File: config.mk
export PLATFORM = sky130hd
export DESIGN_NAME = ptc_queue
export DESIGN_NICKNAME = d
export VERILOG_FILES = /design/src/rtl/ptc_pkg.sv /design/src/rtl/ptc_queue.sv
export SDC_FILE = /design/constraint.sdc
export NUM_CORES = 1
export LEC_CHECK = 0
export ABC_AREA = 1
export BUFFER_PORTS_ARGS = -buffer_cell sky130_fd_sc_hd__buf_2
export CORE_MARGIN = 4
export CORE_UTILIZATION = 52
export DETAILED_ROUTE_END_ITERATION = 12
export HOLD_SLACK_MARGIN = 0.08
export MAX_ROUTING_LAYER = met4
export PLACE_DENSITY = 0.76
export SLEW_MARGIN = 20
export SYNTH_ARGS = -nofsm -noshare
export SYNTH_HDL_FRONTEND = slang
export SYNTH_SLANG_ARGS = --single-unit
File: constraint.sdc
create_clock -name clk -period 4.5 [get_ports clk]
set_input_delay 0.9 -clock clk [delete_from_list [all_inputs] [get_ports clk]]
set_output_delay 0.9 -clock clk [all_outputs]
set_load 0.03 [all_outputs]
File: src/rtl/ptc_pkg.sv
// Shared types and constants for the pressure/temperature compensation block.
// Holds the calibration bundle, the queue entry layout and register indexes.
// No dependencies.
package ptc_pkg;

	// Register indexes on the configuration port
	localparam logic [7:0] REG_TEMP_CAL   = 8'd0;
	localparam logic [7:0] REG_PRESS_LOW  = 8'd1;
	localparam logic [7:0] REG_PRESS_HIGH = 8'd2;
	localparam logic [7:0] REG_PRESS_NINE = 8'd3;

	// Fixed constants of the compensation formulas
	localparam logic [32:0] TEMP_OFFSET      = 33'd128000;
	localparam logic [20:0] PRESS_FULL_SCALE = 21'd1048576;
	localparam logic [63:0] VAR1_BIAS        = 64'h0000_8000_0000_0000;
	localparam logic [63:0] PRESS_SCALE      = 64'd3125;
	localparam logic [63:0] TRUNC_BIAS       = 64'd255;

	// Divider length (one quotient bit per stage) and queue sizing
	localparam int unsigned DIV_STEPS = 64;
	localparam int unsigned Q_DEPTH   = 4;
	localparam int unsigned Q_AW      = 2;

	// Unpacked calibration words
	typedef struct packed {
		logic        [15:0] t1;
		logic signed [15:0] t2;
		logic signed [15:0] t3;
		logic        [15:0] p1;
		logic signed [15:0] p2;
		logic signed [15:0] p3;
		logic signed [15:0] p4;
		logic signed [15:0] p5;
		logic signed [15:0] p6;
		logic signed [15:0] p7;
		logic signed [15:0] p8;
		logic signed [15:0] p9;
	} cal_t;

	// One entry between front and back: temperature results plus division operands
	typedef struct packed {
		logic [31:0] temp;
		logic [31:0] fine;
		logic [63:0] num;
		logic [30:0] den;
		logic        zero;
	} item_t;

endpackage

File: src/rtl/ptc_queue.sv
// Small FIFO between the front and the back pipelines.
// Register-based, depth from ptc_pkg; depends on ptc_pkg.
module ptc_queue (
	input  logic           clk,
	input  logic           arst_n,
	input  logic           push,
	input  ptc_pkg::item_t wr_item,
	input  logic           pop,
	output ptc_pkg::item_t head,
	output logic           full,
	output logic           empty
);

	logic [ptc_pkg::Q_AW-1:0] wr_ptr_q, rd_ptr_q;
	logic [ptc_pkg::Q_AW:0]   cnt_q;
	ptc_pkg::item_t           mem_q [ptc_pkg::Q_DEPTH];

	assign full  = (cnt_q == (ptc_pkg::Q_AW + 1)'(ptc_pkg::Q_DEPTH));
	assign empty = (cnt_q == '0);
	assign head  = mem_q[rd_ptr_q];

	// Pointers and fill count
	always_ff @(posedge clk or negedge arst_n) begin
		if (!arst_n) begin
			wr_ptr_q <= '0;
			rd_ptr_q <= '0;
			cnt_q    <= '0;
		end else begin
			if (push) begin
				wr_ptr_q <= wr_ptr_q + 1'b1;
			end
			if (pop) begin
				rd_ptr_q <= rd_ptr_q + 1'b1;
			end
			if (push && !pop) begin
				cnt_q <= cnt_q + 1'b1;
			end else if (pop && !push) begin
				cnt_q <= cnt_q - 1'b1;
			end
		end
	end

	// Entry storage
	always_ff @(posedge clk) begin
		if (push) begin
			mem_q[wr_ptr_q] <= wr_item;
		end
	end

endmodule

==> flow_summary.json <==
{
  "p_comb_share_pct": 38.2,
  "worst_path_fanout_max": 75,
  "netlist_instances": 1914,
  "ys_types": 18,
  "synthFlopType": "sky130_fd_sc_hd__edfxtp_1",
  "drcViolationCount": 0,
  "grt_pass1_wl_um": 82400,
  "post_synth_mux_area_share_pct": 0,
  "dieArea_mm2": 0.0527,
  "placed_cells": 2814,
  "dominant_combinational_cell_family_by_area_after_synthesis": "compound AO/OA/AOI/OAI gates",
  "grt_pass1_vias": 15366,
  "gpl.final_weighted_congestion": 0.772,
  "worstSkewPairLatency_ps": 590,
  "syn_nets": 2084,
  "drt_first_iter_violations": 1115,
  "htree_num_levels": 3,
  "ioPinCount": 326,
  "clk_pin_slew_ps": 60,
  "dr.pass1.iters": 5,
  "place_area_mm2": 0.0279,
  "layout.cell_area.non_filler_mm2": 0.0300,
  "number_of_antenna_violations_at_the_first_check_in_global_routing": 19,
  "clockBufferDepth": 3,
  "achievable_clock_frequency_mhz": 287,
  "yosys_warnings": 0,
  "report.final.slew_viol_count": 0,
  "synth-edff-count": 640,
  "setup_viol": 0,
  "synth_xor_xnor_area_share_pct": 0.137,
  "arrival_worst_endpoint_ps": 2590,
  "critPathCaptureType": "output port",
  "final_core_utilization_pct": 62.4,
  "synthDominantCellAreaShare_pct": 75.2,
  "initial_core_util_pct": 53.1,
  "drt-total-wl_um": 52600,
  "worst_setup_path_start_kind": "flop",
  "area_growth_syn_to_layout_pct": 17.5,
  "cts_num_sinks": 647,
  "seq_power_share_pct": 37.6,
  "worst_slew_margin_rel_pct": 39.9,
  "power-per-cell-area_mw_per_mm2": 726,
  "synth.cell_area_mm2": 0.0255,
  "num_vias": 15291,
  "numCtsBuffers": 66,
  "synth_area_leader_cell": "sky130_fd_sc_hd__edfxtp_1",
  "p_int_mw": 13.1,
  "min_period_ps": 3490,
  "yosys_register_bits": 647,
  "vdd_drop_max_mv": 0.636,
  "drtAntennaViolNets": 0,
  "post_synth_and_or_nand_nor_area_fraction_pct": 7.33,
  "ys_async_sr_fraction_pct": 1.08,
  "cts_post_setup_buffers_inserted": 0,
  "holdCritPathClass": "primary input to asynchronous set/reset pin",
  "placementRows": 80,
  "crit_required_ps": 3600,
  "grt_start_max_net_pins": 173,
  "finalSetupTns_ps": 0,
  "ys_top_cells_by_area": "sky130_fd_sc_hd__edfxtp_1 75%, sky130_fd_sc_hd__o211ai_1 9.4%, sky130_fd_sc_hd__nand2_1 7.2%",
  "globalRoute.totalOverflow": 0,
  "detail_route.wl_per_cell_um": 17.8,
  "critPathMaxStageDelay_ps": 520,
  "hpwlAfterDp_um": 30800,
  "grt_use_total_pct": 20.4,
  "sequential_fraction_of_the_synthesis_area_pct": 75.9,
  "netSwitchingFraction_pct": 39.7,
  "post_drt_via_cell_ratio": 5.18,
  "numPortBuffers": 325,
  "fin_nets": 2396,
  "synthesized_area_fraction_occupied_by_ao_oa_aoi_and_oai_cells_pct": 9.42,
  "worst_margin_pin_slew_ps": 902,
  "cts.repair.resized": 0,
  "share_clk_of_total_power_pct": 24.2,
  "core_area_mm2": 0.0481,
  "syn_avg_cell_area_um2": 13.3,
  "rsz_0062_raised_after_global_routing": "no",
  "hold_buffers": 0,
  "chipHeight_um": 230,
  "power.net_switching_mw": 8.64,
  "final_layout_size_suffix_gt1_share_pct": 19.9,
  "worstSetupPathType": "flop to output port",
  "finClkSkew_ps": 13.8,
  "power_leakage_nw": 12.0,
  "timing.final.hold_violations": 0,
  "fp.dieW_um": 230,
  "clock_tree.root_cell": "sky130_fd_sc_hd__clkbuf_16",
  "tritoncts": "yes",
  "post_synthesis_adder_cell_area_fraction_pct": 0.323,
  "drv_cap": 0,
  "path_cells": "inv_6, buf_12, o211ai_1, nand2_1, buf_2",
  "timing.final.crit_share_pct": 77.5,
  "crit_path_top_delay_cell": "sky130_fd_sc_hd__inv_6",
  "run_status": "finished, final reports clean",
  "stdcell_count": 2950
}
-- cells in the final DEF, fill, tap and decap left out, drive strengths merged --
| cell type | n |
|---|---|
| buf | 351 |
| bufinv | 5 |
| clkbuf | 81 |
| clkinv | 26 |
| clkinvlp | 6 |
| dfrtp | 7 |
| diode | 20 |
| edfxtp | 640 |
| fa | 1 |
| ha | 5 |
| inv | 330 |
| nand2 | 493 |
| nand3 | 1 |
| nand4 | 1 |
| nor3 | 2 |
| o211ai | 320 |
| o21ai | 1 |
| xnor2 | 1 |
| xor2 | 3 |
-- flip-flops by register name (all words and copies together) (netlist names) --
| name | count |
|---|---|
| mem_q | 640 |
| wr_ptr_q | 2 |
| rd_ptr_q | 2 |
| cnt_q | 3 |
-- logic make-up after synthesis --
group,count (synthesis)
AO/OA/AOI/OAI,321
flip-flops,647
XOR/XNOR,4
buffers and inverters,439
AND/OR/NAND/NOR,497
adder cells (fa/ha/maj),6
-- layer usage --
layer  vias up  global-route usage (%)  wire length, um  share of wire [%]
met1      7392                    24.8            21100                 40
met3        94                    4.72             3670                7.0
li1       7330                       -                -                  -
met4         0                    6.83             1260                2.4
met5         -                       -                0                  0
met2       475                    34.2            26500                 50
-- path summary, 6_finish.rpt --
| kind | from | to | slack [ps] | cells after the start |
|---|---|---|---|---|
| worst min-delay path | arst_n | rd_ptr_q[0] | 140 | 1 |
| worst min register to register | cnt_q[2] | cnt_q[2] | 510 | 2 |
| min in group clk | cnt_q[2] | cnt_q[2] | 510 | 2 |
| worst max register to register | wr_ptr_q[0] | mem_q[2][73] | 2080 | 5 |
| worst max-delay path | rd_ptr_q[1] | head[97] | 1010 | 5 |
| max in group asynchronous | arst_n | rd_ptr_q[1] | 4180 | 1 |
-- cells in the mapped netlist (2+ instances only) --
cell type,n
sky130_fd_sc_hd__xor2_1,3
sky130_fd_sc_hd__buf_2,65
sky130_fd_sc_hd__edfxtp_1,640
sky130_fd_sc_hd__ha_1,5
sky130_fd_sc_hd__o211ai_1,320
sky130_fd_sc_hd__inv_1,331
sky130_fd_sc_hd__clkbuf_1,33
sky130_fd_sc_hd__buf_4,7
sky130_fd_sc_hd__buf_1,2
sky130_fd_sc_hd__nand2_1,493
sky130_fd_sc_hd__nor3_1,2
sky130_fd_sc_hd__dfrtp_1,7
-- final cells by class --
type | instances | area, um^2
flip-flops and latches | 647 | 19400
fillers | 3414 | 18100
multi-input cells | 828 | 4400
repair buffers | 351 | 1980
clock buffers | 81 | 1760
inverters | 332 | 1270
well taps | 656 | 821
clock inverters | 35 | 343
diodes | 20 | 50.0
-- stage by stage --
step / hold slack [ps] / power [mW] / setup WS, ps
CTS: 106 / 22.0 / 960
finish: 144 / 21.8 / 1010
global placement: 477 / 16.5 / 1610
floorplan: 463 / 14.2 / 572
global route: 115 / 23.0 / 834
detailed placement: 496 / 16.7 / 1610
-- critical path: cells and delay by family (launching register included) --
family,cells,cell delay [ps]
flip-flops,1,510
buffers and inverters,3,1110
AO/OA/AOI/OAI,1,150
AND/OR/NAND/NOR,1,140
-- power groups by stage --
stage / Sequential (mW) / Combinational [mW] / Clock, mW
2_1_floorplan: 8.29 / 5.94 / 0
4_1_cts: 8.20 / 8.44 / 5.38
3_5_place_dp: 8.32 / 8.41 / 0
6_report: 8.20 / 8.33 / 5.26
3_3_place_gp: 8.26 / 8.28 / 0
5_1_grt: 8.28 / 9.04 / 5.64
(Power assumes the default switching activity.)
